--- config.mk ---
export PLATFORM = sky130hd
export DESIGN_NAME = particle_sensor_frame_parser_core
export DESIGN_NICKNAME = d
export VERILOG_FILES = /design/src/hdl/psfp_pkg.sv /design/src/hdl/particle_sensor_frame_parser_core.sv /design/src/hdl/psfp_word_mem.sv /design/src/hdl/psfp_collector.sv /design/src/hdl/psfp_emitter.sv
export SDC_FILE = /design/constraint.sdc
export NUM_CORES = 1
export LEC_CHECK = 0
export BUFFER_PORTS_ARGS = -buffer_cell sky130_fd_sc_hd__buf_2
export CAP_MARGIN = 5
export CORE_MARGIN = 2
export CORE_UTILIZATION = 30
export CTS_CLUSTER_SIZE = 24
export DETAILED_ROUTE_END_ITERATION = 7
export PLACE_DENSITY = 0.47
export REMOVE_ABC_BUFFERS = 1
export SLEW_MARGIN = 20
export SYNTH_ARGS = -nofsm -noshare
export SYNTH_HDL_FRONTEND = slang
export SYNTH_SLANG_ARGS = --single-unit
--- constraint.sdc ---
create_clock -name clk -period 3.5 [get_ports clk]
set_input_delay 0.525 -clock clk [delete_from_list [all_inputs] [get_ports clk]]
set_output_delay 0.525 -clock clk [all_outputs]
set_load 0.01 [all_outputs]
--- src/hdl/psfp_pkg.sv ---
// Shared constants and types of the particle sensor frame parser.
package psfp_pkg;

    localparam logic [7:0]  HDR_FIRST       = 8'h42;
    localparam logic [7:0]  HDR_SECOND      = 8'h4d;
    localparam logic [15:0] HDR_SUM         = 16'h008f;
    localparam logic [4:0]  HDR_NEXT_POS    = 5'd2;
    localparam logic [4:0]  SUM_BYTES       = 5'd30;
    localparam logic [4:0]  LAST_BYTE       = 5'd31;
    localparam logic [4:0]  FIRST_WORD_BYTE = 5'd4;
    localparam logic [4:0]  LAST_WORD_BYTE  = 5'd27;
    localparam int          WORD_COUNT      = 12;
    localparam logic [3:0]  LAST_WORD       = 4'd11;

    typedef struct packed {
        logic        en;
        logic [3:0]  addr;
        logic [15:0] data;
    } mem_wr_t;

    typedef struct packed {
        logic valid;
        logic ok;
    } frame_done_t;

endpackage

--- src/hdl/particle_sensor_frame_parser_core.sv ---
// Top level of the particle sensor frame parser: collector, word memory and emitter.
//
// Input channel: one received serial byte per item on rx_byte, qualified by
// in_valid and held off by in_stall. The block hunts for the header 0x42 0x4d,
// then takes 30 more frame bytes whatever their value. A header mismatch drops
// the partial header; a 0x42 in its place starts a new one.
// Output channel: after the last frame byte the twelve measurement words come
// out in order on word_index / word_value, each with checksum_ok (16-bit sum of
// bytes 0-29 against the big-endian word in bytes 30-31), last marking word 11.
// Words are emitted even when the checksum fails.
// The collector takes a byte whenever one is offered and in_stall is low. After
// the last frame byte the emitter enters its read state, which loads the memory
// read register, and then its show state, which presents the word; every word
// passes through both states. in_stall stays high from the cycle after the last
// frame byte until word 11 is taken.
// A receiver stall holds the current word and its flags; the memory read
// register is not reloaded until the word is taken.
// Reset (rst_n low, asynchronous) returns to header hunt and drops any pending
// output; the word memory is not cleared, every word is written before it is read.
module particle_sensor_frame_parser_core
    import psfp_pkg::*;
(
    input  logic        clk,
    input  logic        rst_n,
    input  logic        in_valid,
    output logic        in_stall,
    input  logic [7:0]  rx_byte,
    output logic        out_valid,
    input  logic        out_stall,
    output logic [3:0]  word_index,
    output logic [15:0] word_value,
    output logic        checksum_ok,
    output logic        last
);

    logic        in_accept;
    logic        busy;
    mem_wr_t     wr;
    frame_done_t done;
    logic        rd_en;
    logic [3:0]  rd_addr;

    // Hold off input while a frame drains, so writes never meet pending reads.
    assign in_stall  = busy;
    assign in_accept = in_valid && !in_stall;

    psfp_collector u_collector (
        .clk     (clk),
        .rst_n   (rst_n),
        .accept  (in_accept),
        .rx_byte (rx_byte),
        .wr      (wr),
        .done    (done)
    );

    psfp_word_mem u_word_mem (
        .clk     (clk),
        .wr      (wr),
        .rd_en   (rd_en),
        .rd_addr (rd_addr),
        .rd_data (word_value)
    );

    psfp_emitter u_emitter (
        .clk         (clk),
        .rst_n       (rst_n),
        .done        (done),
        .out_stall   (out_stall),
        .rd_en       (rd_en),
        .rd_addr     (rd_addr),
        .busy        (busy),
        .out_valid   (out_valid),
        .word_index  (word_index),
        .checksum_ok (checksum_ok),
        .last        (last)
    );

    // A word on the output always means the input is held off.
    a_out_blocks_in: assert property (@(posedge clk) disable iff (!rst_n)
        out_valid |-> in_stall)
        else $error("output word shown while input is open");

    // The last flag marks word 11 only.
    a_last_index: assert property (@(posedge clk) disable iff (!rst_n)
        (out_valid && last) |-> (word_index == LAST_WORD))
        else $error("last flag on a word other than the final one");

    // After a word is taken, the next one first needs a memory read.
    a_read_gap: assert property (@(posedge clk) disable iff (!rst_n)
        (out_valid && !out_stall) |=> !out_valid)
        else $error("word shown without a preceding memory read");

    // No memory write while the emitter is draining a frame.
    a_no_write_busy: assert property (@(posedge clk) disable iff (!rst_n)
        busy |-> !wr.en)
        else $error("word memory written during readout");

endmodule

--- src/hdl/psfp_word_mem.sv ---
// Twelve-entry measurement word memory, one write port and one registered read port.
module psfp_word_mem
    import psfp_pkg::*;
(
    input  logic        clk,
    input  mem_wr_t     wr,
    input  logic        rd_en,
    input  logic [3:0]  rd_addr,
    output logic [15:0] rd_data
);

    logic [15:0] mem [WORD_COUNT];
    logic [15:0] rd_data_reg;

    always_ff @(posedge clk)
    begin
        if (wr.en)
        begin
            mem[wr.addr] <= wr.data;
        end
    end

    always_ff @(posedge clk)
    begin
        if (rd_en)
        begin
            rd_data_reg <= mem[rd_addr];
        end
    end

    assign rd_data = rd_data_reg;

endmodule

--- src/hdl/psfp_collector.sv ---
// Header hunt, frame byte counting, checksum sum and word assembly.
module psfp_collector
    import psfp_pkg::*;
(
    input  logic        clk,
    input  logic        rst_n,
    input  logic        accept,
    input  logic [7:0]  rx_byte,
    output mem_wr_t     wr,
    output frame_done_t done
);

    typedef enum logic [2:0] {
        PH_HUNT = 3'b001,
        PH_HDR2 = 3'b010,
        PH_BODY = 3'b100
    } phase_t;

    phase_t      phase_reg, phase_next;
    logic [4:0]  pos_reg, pos_next;
    logic [15:0] sum_reg, sum_next;
    logic [7:0]  hold_reg, hold_next;
    logic [7:0]  chk_hi_reg, chk_hi_next;
    logic [4:0]  offset;

    assign offset = pos_reg - FIRST_WORD_BYTE;

    always_comb
    begin
        phase_next  = phase_reg;
        pos_next    = pos_reg;
        sum_next    = sum_reg;
        hold_next   = hold_reg;
        chk_hi_next = chk_hi_reg;
        wr          = '0;
        done        = '0;
        if (accept)
        begin
            unique case (phase_reg)
                PH_HDR2:
                begin
                    if (rx_byte == HDR_SECOND)
                    begin
                        phase_next = PH_BODY;
                        pos_next   = HDR_NEXT_POS;
                        sum_next   = HDR_SUM;
                    end
                    else if (rx_byte != HDR_FIRST)
                    begin
                        phase_next  = PH_HUNT;
                        pos_next    = '0;
                        sum_next    = '0;
                        hold_next   = '0;
                        chk_hi_next = '0;
                    end
                end
                PH_BODY:
                begin
                    if (pos_reg < SUM_BYTES)
                    begin
                        sum_next = sum_reg + {8'd0, rx_byte};
                    end
                    if (pos_reg >= FIRST_WORD_BYTE && pos_reg <= LAST_WORD_BYTE)
                    begin
                        if (!offset[0])
                        begin
                            hold_next = rx_byte;
                        end
                        else
                        begin
                            wr.en   = 1'b1;
                            wr.addr = offset[4:1];
                            wr.data = {hold_reg, rx_byte};
                        end
                    end
                    if (pos_reg == SUM_BYTES)
                    begin
                        chk_hi_next = rx_byte;
                    end
                    if (pos_reg == LAST_BYTE)
                    begin
                        done.valid  = 1'b1;
                        done.ok     = ({chk_hi_reg, rx_byte} == sum_reg);
                        phase_next  = PH_HUNT;
                        pos_next    = '0;
                        sum_next    = '0;
                        hold_next   = '0;
                        chk_hi_next = '0;
                    end
                    else
                    begin
                        pos_next = pos_reg + 5'd1;
                    end
                end
                default:
                begin
                    phase_next  = (rx_byte == HDR_FIRST) ? PH_HDR2 : PH_HUNT;
                    pos_next    = '0;
                    sum_next    = '0;
                    hold_next   = '0;
                    chk_hi_next = '0;
                end
            endcase
        end
    end

    always_ff @(posedge clk or negedge rst_n)
    begin
        if (!rst_n)
        begin
            phase_reg  <= PH_HUNT;
            pos_reg    <= '0;
            sum_reg    <= '0;
            hold_reg   <= '0;
            chk_hi_reg <= '0;
        end
        else
        begin
            phase_reg  <= phase_next;
            pos_reg    <= pos_next;
            sum_reg    <= sum_next;
            hold_reg   <= hold_next;
            chk_hi_reg <= chk_hi_next;
        end
    end

endmodule

--- src/hdl/psfp_emitter.sv ---
// Reads the twelve words back from memory and presents them on the output channel.
module psfp_emitter
    import psfp_pkg::*;
(
    input  logic        clk,
    input  logic        rst_n,
    input  frame_done_t done,
    input  logic        out_stall,
    output logic        rd_en,
    output logic [3:0]  rd_addr,
    output logic        busy,
    output logic        out_valid,
    output logic [3:0]  word_index,
    output logic        checksum_ok,
    output logic        last
);

    typedef enum logic [2:0] {
        EM_IDLE = 3'b001,
        EM_READ = 3'b010,
        EM_SHOW = 3'b100
    } em_state_t;

    em_state_t  state_reg, state_next;
    logic [3:0] idx_reg, idx_next;
    logic       ok_reg, ok_next;

    always_comb
    begin
        state_next = state_reg;
        idx_next   = idx_reg;
        ok_next    = ok_reg;
        unique case (state_reg)
            EM_IDLE:
            begin
                if (done.valid)
                begin
                    state_next = EM_READ;
                    idx_next   = '0;
                    ok_next    = done.ok;
                end
            end
            EM_READ:
            begin
                state_next = EM_SHOW;
            end
            EM_SHOW:
            begin
                if (!out_stall)
                begin
                    if (idx_reg == LAST_WORD)
                    begin
                        state_next = EM_IDLE;
                    end
                    else
                    begin
                        state_next = EM_READ;
                        idx_next   = idx_reg + 4'd1;
                    end
                end
            end
            default:
            begin
                state_next = EM_IDLE;
            end
        endcase
    end

    always_ff @(posedge clk or negedge rst_n)
    begin
        if (!rst_n)
        begin
            state_reg <= EM_IDLE;
            idx_reg   <= '0;
            ok_reg    <= 1'b0;
        end
        else
        begin
            state_reg <= state_next;
            idx_reg   <= idx_next;
            ok_reg    <= ok_next;
        end
    end

    assign rd_en       = (state_reg == EM_READ);
    assign rd_addr     = idx_reg;
    assign busy        = (state_reg != EM_IDLE);
    assign out_valid   = (state_reg == EM_SHOW);
    assign word_index  = idx_reg;
    assign checksum_ok = ok_reg;
    assign last        = (idx_reg == LAST_WORD);

endmodule

==> results of run 1 <==
layout make-up:
class | count | area (um^2) | share of cell area
Inverter | 8 | 30.0 | 0.00238
Clock inverter | 23 | 240 | 0.0190
Clock buffer | 31 | 733 | 0.0581
Tap cell | 461 | 577 | 0.0457
Timing Repair Buffer | 57 | 343 | 0.0272
Multi-Input combinational cell | 356 | 3250 | 0.257
Sequential cell | 256 | 7450 | 0.590
through the flow:
stage	setup WS, ns	power (mW)	hold slack, ns	TNS (ns)
final	0.677	6.49	0.294	0
after global routing	0.408	6.71	0.309	0
after CTS	0.658	6.58	0.272	0
after detailed placement	0.679	3.49	0.476	0
after global placement	0.741	3.49	0.470	0
after floorplan	-0.139	3.43	0.229	-11.65
cells by family after synthesis:
kind of cell	count (synthesis)	share of synthesized area
AOI/OAI and AO/OA	79	0.0457
xor gates and xnor gates	17	0.0138
adders and majority gates	16	0.0193
buffers and inverters	34	0.0140
DFF	256	0.691
muxes	82	0.134
and+or+nand+nor	162	0.0828
layer usage:
metal / routed length [um] / vias to the layer above / track usage
li1: - / 2662 / -
met1: 11000 / 2978 / 0.174
met2: 11300 / 114 / 0.210
met3: 878 / 42 / 0.0205
met4: 557 / 0 / 0.0351
met5: 0 / - / 0
cells in the final DEF, fill, tap and decap left out, types with 15 or more instances in the layout:
master	n
mux2i_1	16
nand2_1	55
o21ai_0	34
buf_4	21
mux2_2	16
mux4_2	48
dfrtp_1	44
buf_2	35
clkbuf_16	29
ha_1	15
and2_1	29
edfxtp_1	208
worst paths after layout:
path	startpoint	slack, ns	to
setup / recovery	u_collector.pos_reg[2]$_DFFE_PN0P_	0.68	u_word_mem.mem[3][2]$_DFFE_PP_
hold / removal	out_stall	0.29	u_emitter.rd_addr[1]$_DFFE_PN0P_
setup reg to reg	u_collector.pos_reg[2]$_DFFE_PN0P_	0.68	u_word_mem.mem[3][2]$_DFFE_PP_
hold reg to reg	u_collector.hold_reg[5]$_DFFE_PN0P_	0.48	u_collector.hold_reg[5]$_DFFE_PN0P_
max in group asynchronous	rst_n	2.25	u_collector.sum_reg[3]$_DFFE_PN0P_
min in group asynchronous	rst_n	0.48	u_collector.sum_reg[8]$_DFFE_PN0P_
where the power goes:
group | leakage (nW) | internal (mW) | switching, mW | total, mW
sequential | 2.14 | 3.26 | 0.0271 | 3.29
combinational | 1.27 | 0.0607 | 0.0796 | 0.140
clock | 0.480 | 1.82 | 1.24 | 3.06
repair_timing:
| action | 4_1_cts | 5_1_grt |
|---|---|---|
| setup endpoints to repair | 0 | 0 |
| endpoints found under the hold margin | 19 | 0 |
| gates resized for setup | 0 | 0 |
| hold buffers | 1 | 0 |
worst max-delay path, cell delays in order (launching register included):
cell and delay, ns:
dfrtp_1 0.58, inv_1 0.17, ha_1 0.16, nand2_1 0.07, a31oi_1 0.28, and3_1 0.19
buf_4 0.20, nand2_1 0.27, nor4_2 0.25, buf_4 0.33
==> flow_summary.yaml, run 1 <==
outcome:
  run_status: "finished, final reports clean"
worst_setup_path:
  r2r_cells: 9
  end_kind: "flip-flop"
  crit_arrival_ns: 3.05
  path_max_fanout: 20
  crit_type: "reg -> reg"
  cp_data_required_time_ns: 3.73
  critPathLaunchType: "flip-flop"
cts:
  clkTransAtPathRegs_ns: 0.06
  cts_tree: "yes"
  cts_made_buffers: 29
  cts_root_buffer: "clkbuf_16"
  numClockSinks: 256
  htreeDepth: 1
  clockBufferDepth: 3
  post-cts-setup-buffer-count: 0
  clk_latency_ns: 0.56
floorplan:
  initial_core_util: 0.304
  core_area_um2: 35500
  die_w_um: 194
  die_area_um2: 37500
  ios: 36
  die_h_um: 194
  row_count: 69
detailed_routing:
  drtPass1Iterations: 4
  drtAntennaViolNets: 0
  wire_per_inst_um: 19.9
  drcViolationCount: 0
  viasPerCell: 4.86
  drtIter0Drc: 369
  finalWirelength_mm: 23.8
  vias: 5796
synth:
  synthTopCellsByCount: "edfxtp_1 (208), nand2_1 (55), mux4_2 (48)"
  synth.area.top_cells: "edfxtp_1 (58%), dfrtp_1 (11%), mux4_2 (10%)"
  synthFlopType: "edfxtp_1"
  yosysTopAreaCell: "edfxtp_1"
  synth_edf_count: 208
  synth_seq_cells: 256
  ys_warn_count: 0
  syn_area_um2: 10800
  synth_top_area_share: 0.579
  synth_most_common_cell: "edfxtp_1"
  synthDistinctLibCells: 54
  syn_avg_cell_area_um2: 16.7
  synthArstFlopShare: 0.188
  ys_seq_area_frac: 0.691
  syn_inst: 646
job:
  cap_violations: 0
sta:
  slew_viol_final: 0
  max_clock_freq_mhz: 354
  slew_headroom: 0.396
  fin_crit_sh: 0.807
  rsz0062_at_grt: "false"
  final-hold-violation-count: 0
  tightest_slew_ns: 0.906
  skew_ns: 0.0162
  setup_violations: 0
  layout_min_cycle_time_ns: 2.82
final_layout:
  finish.utilization: 0.356
  area_growth_pct: 17.0
  drive_above_1_share: 0.263
  finalNonFillerCells: 1192
  fillerInstances: 3304
  insertedDiodeCount: 0
  final_area_um2: 12600
  fin_nets: 736
  largest_reg_flops: 192
grt:
  track_usage: 0.127
  grt_max_degree: 44
  first_global_vias: 6088
  grt_overflow: 0
  antenna_found_initial: 0
  grt_pass1_wl_mm: 37.0
hold_path:
  holdPathStages: 4
  hp-class: "in -> reg"
placement:
  port_buffers: 35
  gp_congestion: 0.832
  dp.cells: 1137
  hpwl_mm: 15.4
  placed_cell_area_um2: 11600
power:
  power_density_nw_per_um2: 514
  ir_drop_mv: 0.347
  p_leak_nw: 3.89
Power figures use the tool's default switching activity.
==> run 2: changes to the inputs <==
--- a/config.mk
+++ b/config.mk
@@ -5,13 +5,14 @@
 export SDC_FILE = /design/constraint.sdc
 export NUM_CORES = 1
 export LEC_CHECK = 0
+export ABC_AREA = 1
 export BUFFER_PORTS_ARGS = -buffer_cell sky130_fd_sc_hd__buf_2
 export CAP_MARGIN = 5
 export CORE_MARGIN = 2
 export CORE_UTILIZATION = 30
 export CTS_CLUSTER_SIZE = 24
 export DETAILED_ROUTE_END_ITERATION = 7
-export PLACE_DENSITY = 0.47
+export PLACE_DENSITY = 0.45
 export REMOVE_ABC_BUFFERS = 1
 export SLEW_MARGIN = 20
 export SYNTH_ARGS = -nofsm -noshare
==> constraint.sdc (replaced) <==
create_clock -name clk -period 2.6 [get_ports clk]
set_input_delay 0.39 -clock clk [delete_from_list [all_inputs] [get_ports clk]]
set_output_delay 0.39 -clock clk [all_outputs]
set_load 0.01 [all_outputs]
==> flow_summary.yaml, run 2 <==
outcome:
  run_status: "finished, final reports clean"
worst_setup_path:
  crit_arrival_ns: 2.64
  path_max_fanout: 13
  slowest_stage: "nor2_1"
  critPathLaunchType: "flip-flop"
  cp_cell_sequence: "nand3_4 -> nor2_8 -> inv_2 -> nor3_4 -> nand2_2 -> buf_12 -> buf_4 -> nor2_1"
  cp_data_required_time_ns: 2.84
  crit_type: "reg -> reg"
  end_kind: "flip-flop"
  critPathMaxStageDelay_ns: 0.62
grt:
  antenna_found_initial: 0
  first_global_vias: 7415
  track_usage: 0.149
  grt_pass1_wl_mm: 44.5
  grt_max_degree: 110
  grt_overflow: 0
placement:
  pre_cts_ws_ns: -0.0824
  hpwl_mm: 18.3
  gp_congestion: 0.809
  port_buffers: 35
synth:
  syn_inst: 1018
  yosysTopAreaCell: "edfxtp_1"
  synth_top_area_share: 0.562
  ys_warn_count: 0
  ys_seq_area_frac: 0.671
  synthDistinctLibCells: 42
  syn_area_um2: 11100
  synthArstFlopShare: 0.188
  synth_most_common_cell: "edfxtp_1"
  synth.area.top_cells: "edfxtp_1 (56%), dfrtp_1 (10%), nand2_1 (5.8%)"
  synthTopCellsByCount: "edfxtp_1 (208), nand2_1 (173), nor2_1 (157)"
  synthFlopType: "edfxtp_1"
  synth_seq_cells: 256
  syn_avg_cell_area_um2: 10.9
  synth_edf_count: 208
sta:
  max_clock_freq_mhz: 416
  rsz0062_at_grt: "false"
  setup_violations: 0
  slew_headroom: 0.378
  setup-tns-final_ns: 0
  tightest_slew_ns: 0.930
  fin_crit_sh: 0.924
  skew_ns: 0.0123
  layout_min_cycle_time_ns: 2.40
  final-hold-violation-count: 0
  hold_slack_ns: 0.0959
  slew_viol_final: 0
  timing.final.ws_setup_ns: 0.197
floorplan:
  die_w_um: 196
  die_h_um: 196
  die_area_um2: 38600
  core_area_um2: 36500
  ios: 36
  row_count: 70
  initial_core_util: 0.304
detailed_routing:
  finalWirelength_mm: 28.4
  drtPass1Iterations: 5
  drcViolationCount: 0
  wire_per_inst_um: 18.0
  vias: 7501
  viasPerCell: 4.75
  drtAntennaViolNets: 0
  drtIter0Drc: 567
cts:
  htreeDepth: 1
  cts_root_buffer: "clkbuf_16"
  cts_tree: "yes"
  clkTransAtPathRegs_ns: 0.06
  clk_latency_ns: 0.56
  numClockSinks: 256
  cts_made_buffers: 29
  clockBufferDepth: 3
power:
  finalPower_mw: 11.3
  ir_drop_mv: 0.507
  power_density_nw_per_um2: 863
  p_leak_nw: 4.93
final_layout:
  fin_nets: 1116
  final_cell_mix: "edfxtp_1 (208), nand2_1 (173), nor2_1 (143)"
  drive_above_1_share: 0.148
  final_common_cell: "edfxtp_1"
  area_growth_pct: 18.1
  insertedDiodeCount: 0
  fillerInstances: 3558
  largest_reg_flops: 192
hold_path:
  hp-class: "in -> reg"
job:
  cap_violations: 0
==> run 2: final timing paths <==
path	startpoint	endpoint	slack, ns	cells after the start
worst min-delay path	out_stall	u_emitter.state_reg[2]$_DFFE_PN0P_	0.1	3
max in group asynchronous	rst_n	u_collector.hold_reg[7]$_DFFE_PN0P_	1.65	3
worst min register to register	u_collector.sum_reg[3]$_DFFE_PN0P_	u_collector.sum_reg[3]$_DFFE_PN0P_	0.48	2
worst max register to register	u_emitter.state_reg[0]$_DFFE_PN1P_	u_word_mem.mem[4][13]$_DFFE_PP_	0.20	8
min in group asynchronous	rst_n	u_collector.pos_reg[3]$_DFFE_PN0P_	0.31	2
worst max-delay path	u_emitter.state_reg[0]$_DFFE_PN1P_	u_word_mem.mem[4][13]$_DFFE_PP_	0.20	8
==> run 2: cells by family (layout without fill, tap and decap cells) <==
family	after synthesis	count (layout)	synth area share
buffers and inverters	125	218	0.0452
AOI/OAI and AO/OA	203	203	0.103
adders and majority gates	16	16	0.0187
DFF	256	256	0.671
xor gates and xnor gates	6	6	0.00473
and+or+nand+nor	412	412	0.158
==> run 2: power by group <==
| part | switching (mW) | internal, mW |
|---|---|---|
| combinational | 1.60 | 0.814 |
| sequential | 0.161 | 4.72 |
| clock | 1.66 | 2.36 |
==> run 2: metrics by stage <==
stage               area, um^2  instances   util
floorplan                10900        975      -
detailed placement       12100       1524  0.333
finish                   13100       1579  0.359
global route             13100       1579  0.359
CTS                      13100       1579  0.359
global placement         12100       1524  0.333
==> run 2: final cells by class <==
cell class,instances,area [um^2],area share
sequential,256,7450,0.568
multi-input combinational,637,3210,0.244
clock buffer,42,847,0.0646
timing repair buffer,82,618,0.0471
tap,468,586,0.0446
inverter,82,308,0.0235
clock inverter,12,98.8,0.00754
==> run 2: worst max-delay path, delay by kind of cell (launching register included) <==
| family | cells | cell delay, ns |
|---|---|---|
| buffers and inverters | 3 | 0.37 |
| flip-flops | 1 | 0.58 |
| AND/OR/NAND/NOR | 5 | 1.13 |
==> run 2: repair_timing <==
action                                 CTS  global route
setup endpoints to repair               16            40
resized for setup                        1             3
endpoints found under the hold margin   15             0
hold buffers                             1             0
setup buffers                            0             0
==> run 2: metal layers <==
metal  share of wire  track usage  up-vias
met5               0            0        -
met4           0.024       0.0376        0
met3           0.037       0.0212       43
met2            0.45        0.239      138
met1            0.49        0.214     3639
li1                -            -     3681
==> run 3: changes to the inputs <==
--- a/config.mk
+++ b/config.mk
@@ -13,7 +13,6 @@
 export CTS_CLUSTER_SIZE = 24
 export DETAILED_ROUTE_END_ITERATION = 7
 export PLACE_DENSITY = 0.45
-export REMOVE_ABC_BUFFERS = 1
 export SLEW_MARGIN = 20
 export SYNTH_ARGS = -nofsm -noshare
 export SYNTH_HDL_FRONTEND = slang
==> flow_summary.yaml, run 3 (synthesis results as in run 2) <==
worst_setup_path:
  crit_arrival_ns: 2.69
  cp_data_required_time_ns: 2.81
  cp_cell_sequence: "nand3_4 -> nor2_8 -> inv_2 -> nor3_4 -> nand2_2 -> buf_12 -> nor2_1"
  critPathMaxStageDelay_ns: 0.71
  critical_path_depth: 7
  slowest_stage: "nor2_1"
  r2r_cells: 7
  path_max_fanout: 12
  regToRegStartpoint: "u_emitter.state_reg[0]$_DFFE_PN1P_"
  crit_buf_inv: 2
  crit_start: "u_emitter.state_reg[0]$_DFFE_PN1P_"
  crit_type: "reg -> reg"
  cp_top_family: "simple AND/OR/NAND/NOR gates"
  end_kind: "flip-flop"
  critPathLaunchType: "flip-flop"
final_layout:
  seqCellArea_um2: 7450
  fillerInstances: 3570
  final_area_um2: 13200
  largest_reg_flops: 192
  finalNonFillerCells: 1582
  finish.utilization: 0.361
  area_growth_pct: 18.7
  drive_above_1_share: 0.154
  final_common_cell: "edfxtp_1"
  fin_nets: 1119
  insertedDiodeCount: 0
  final_cell_mix: "edfxtp_1 (208), nand2_1 (173), nor2_1 (142)"
  multi_input_area_um2: 3200
sta:
  layout_min_cycle_time_ns: 2.48
  timing.final.ws_setup_ns: 0.115
  max_clock_freq_mhz: 402
  rsz0062_at_grt: "false"
  setup_violations: 0
  skew_ns: 0.0255
  fin_crit_sh: 0.956
  slew_headroom: 0.332
  tightest_slew_ns: 0.999
  slew_viol_final: 0
  setup-tns-final_ns: 0
  final-hold-violation-count: 0
cts:
  clkTransAtPathRegs_ns: 0.06
  numClockSinks: 256
  cts_root_buffer: "clkbuf_16"
  clockBufferDepth: 3
  cts_tree: "yes"
  cts_made_buffers: 30
  htreeDepth: 1
  clk_latency_ns: 0.56
hold_path:
  hp-class: "in -> reg"
  holdPathStages: 3
  worstHoldStart: "out_stall"
placement:
  dp.cells: 1526
  hpwl_mm: 19.3
  placed_cell_area_um2: 12200
  port_buffers: 35
  pre_cts_ws_ns: -0.0394
  gp_congestion: 0.806
grt:
  antenna_found_initial: 0
  grt_max_degree: 57
  first_global_vias: 7496
  track_usage: 0.152
  grt_pass1_wl_mm: 44.9
  grt_overflow: 0
floorplan:
  die_area_um2: 38600
  initial_core_util: 0.304
  core_area_um2: 36500
  ios: 36
  row_count: 70
  die_w_um: 196
  die_h_um: 196
detailed_routing:
  drcViolationCount: 0
  drtPass1Iterations: 5
  drtAntennaViolNets: 0
  drtIter0Drc: 461
  finalWirelength_mm: 29.0
  viasPerCell: 4.78
  wire_per_inst_um: 18.3
  vias: 7557
power:
  p_leak_nw: 4.97
  ir_drop_mv: 0.714
  power_density_nw_per_um2: 868
synth:
  syn_nets: 1046
job:
  cap_violations: 0
outcome:
  run_status: "finished, final reports clean"
==> run 3: changes by cell type in the layout (fill, tap and decap cells not counted), sizes merged <==
| cell | before | now |
|---|---|---|
| bufinv | 1 | 3 |
| buf | 81 | 83 |
| clkbuf | 42 | 38 |
| clkinv | 9 | 14 |
| inv | 83 | 81 |
==> run 3: worst paths after layout <==
path,to,slack [ns]
setup reg to reg,u_word_mem.mem[0][8]$_DFFE_PP_,0.12
hold reg to reg,u_collector.sum_reg[0]$_DFFE_PN0P_,0.48
max in group asynchronous,u_emitter.state_reg[0]$_DFFE_PN1P_,1.56
setup / recovery,u_word_mem.mem[0][8]$_DFFE_PP_,0.12
hold / removal,u_emitter.state_reg[2]$_DFFE_PN0P_,0.10
min in group asynchronous,u_emitter.state_reg[1]$_DFFE_PN0P_,0.40
==> run 3: repair_timing <==
action,CTS,global route
endpoints found under the hold margin,22,0
setup buffers,0,0
resized for setup,1,3
endpoints found under the setup margin,12,32
hold buffers,1,0
==> run 3: area by class of cell <==
cell class / instances / share of cell area
Clock buffer: 38 / 0.0607
Multi-Input combinational cell: 637 / 0.243
Tap cell: 468 / 0.0444
Timing Repair Buffer: 84 / 0.0509
Inverter: 82 / 0.0233
Clock inverter: 17 / 0.0128
Sequential cell: 256 / 0.565
==> run 3: tightest hold or removal path, cell delays in order <==
cell and delay, ns:
buf_2 0.07, nand2_1 0.06, nand2_1 0.08
==> run 3: per-layer routing <==
layer / part of all wire / global-route usage / wire (um)
met5: 0 / 0 / 0
met4: 0.022 / 0.0373 / 646
met3: 0.043 / 0.0255 / 1260
met2: 0.45 / 0.240 / 13000
met1: 0.49 / 0.219 / 14100
==> run 3: metrics by stage <==
| stage | power, mW | hold slack [ns] |
|---|---|---|
| 2_1_floorplan | 6.61 | 0.0944 |
| 3_3_place_gp | 7.45 | 0.443 |
| 3_5_place_dp | 7.44 | 0.447 |
| 4_1_cts | 11.6 | 0.0778 |
| 5_1_grt | 12.1 | 0.102 |
| 6_report | 11.4 | 0.104 |
==> run 3: report_power, final <==
part           total (mW)  leakage, nW  switching [mW]  internal (mW)
Sequential           4.93         2.42           0.212           4.72
Clock                4.11        0.478            1.64           2.46
Combinational        2.41         2.08            1.60          0.804
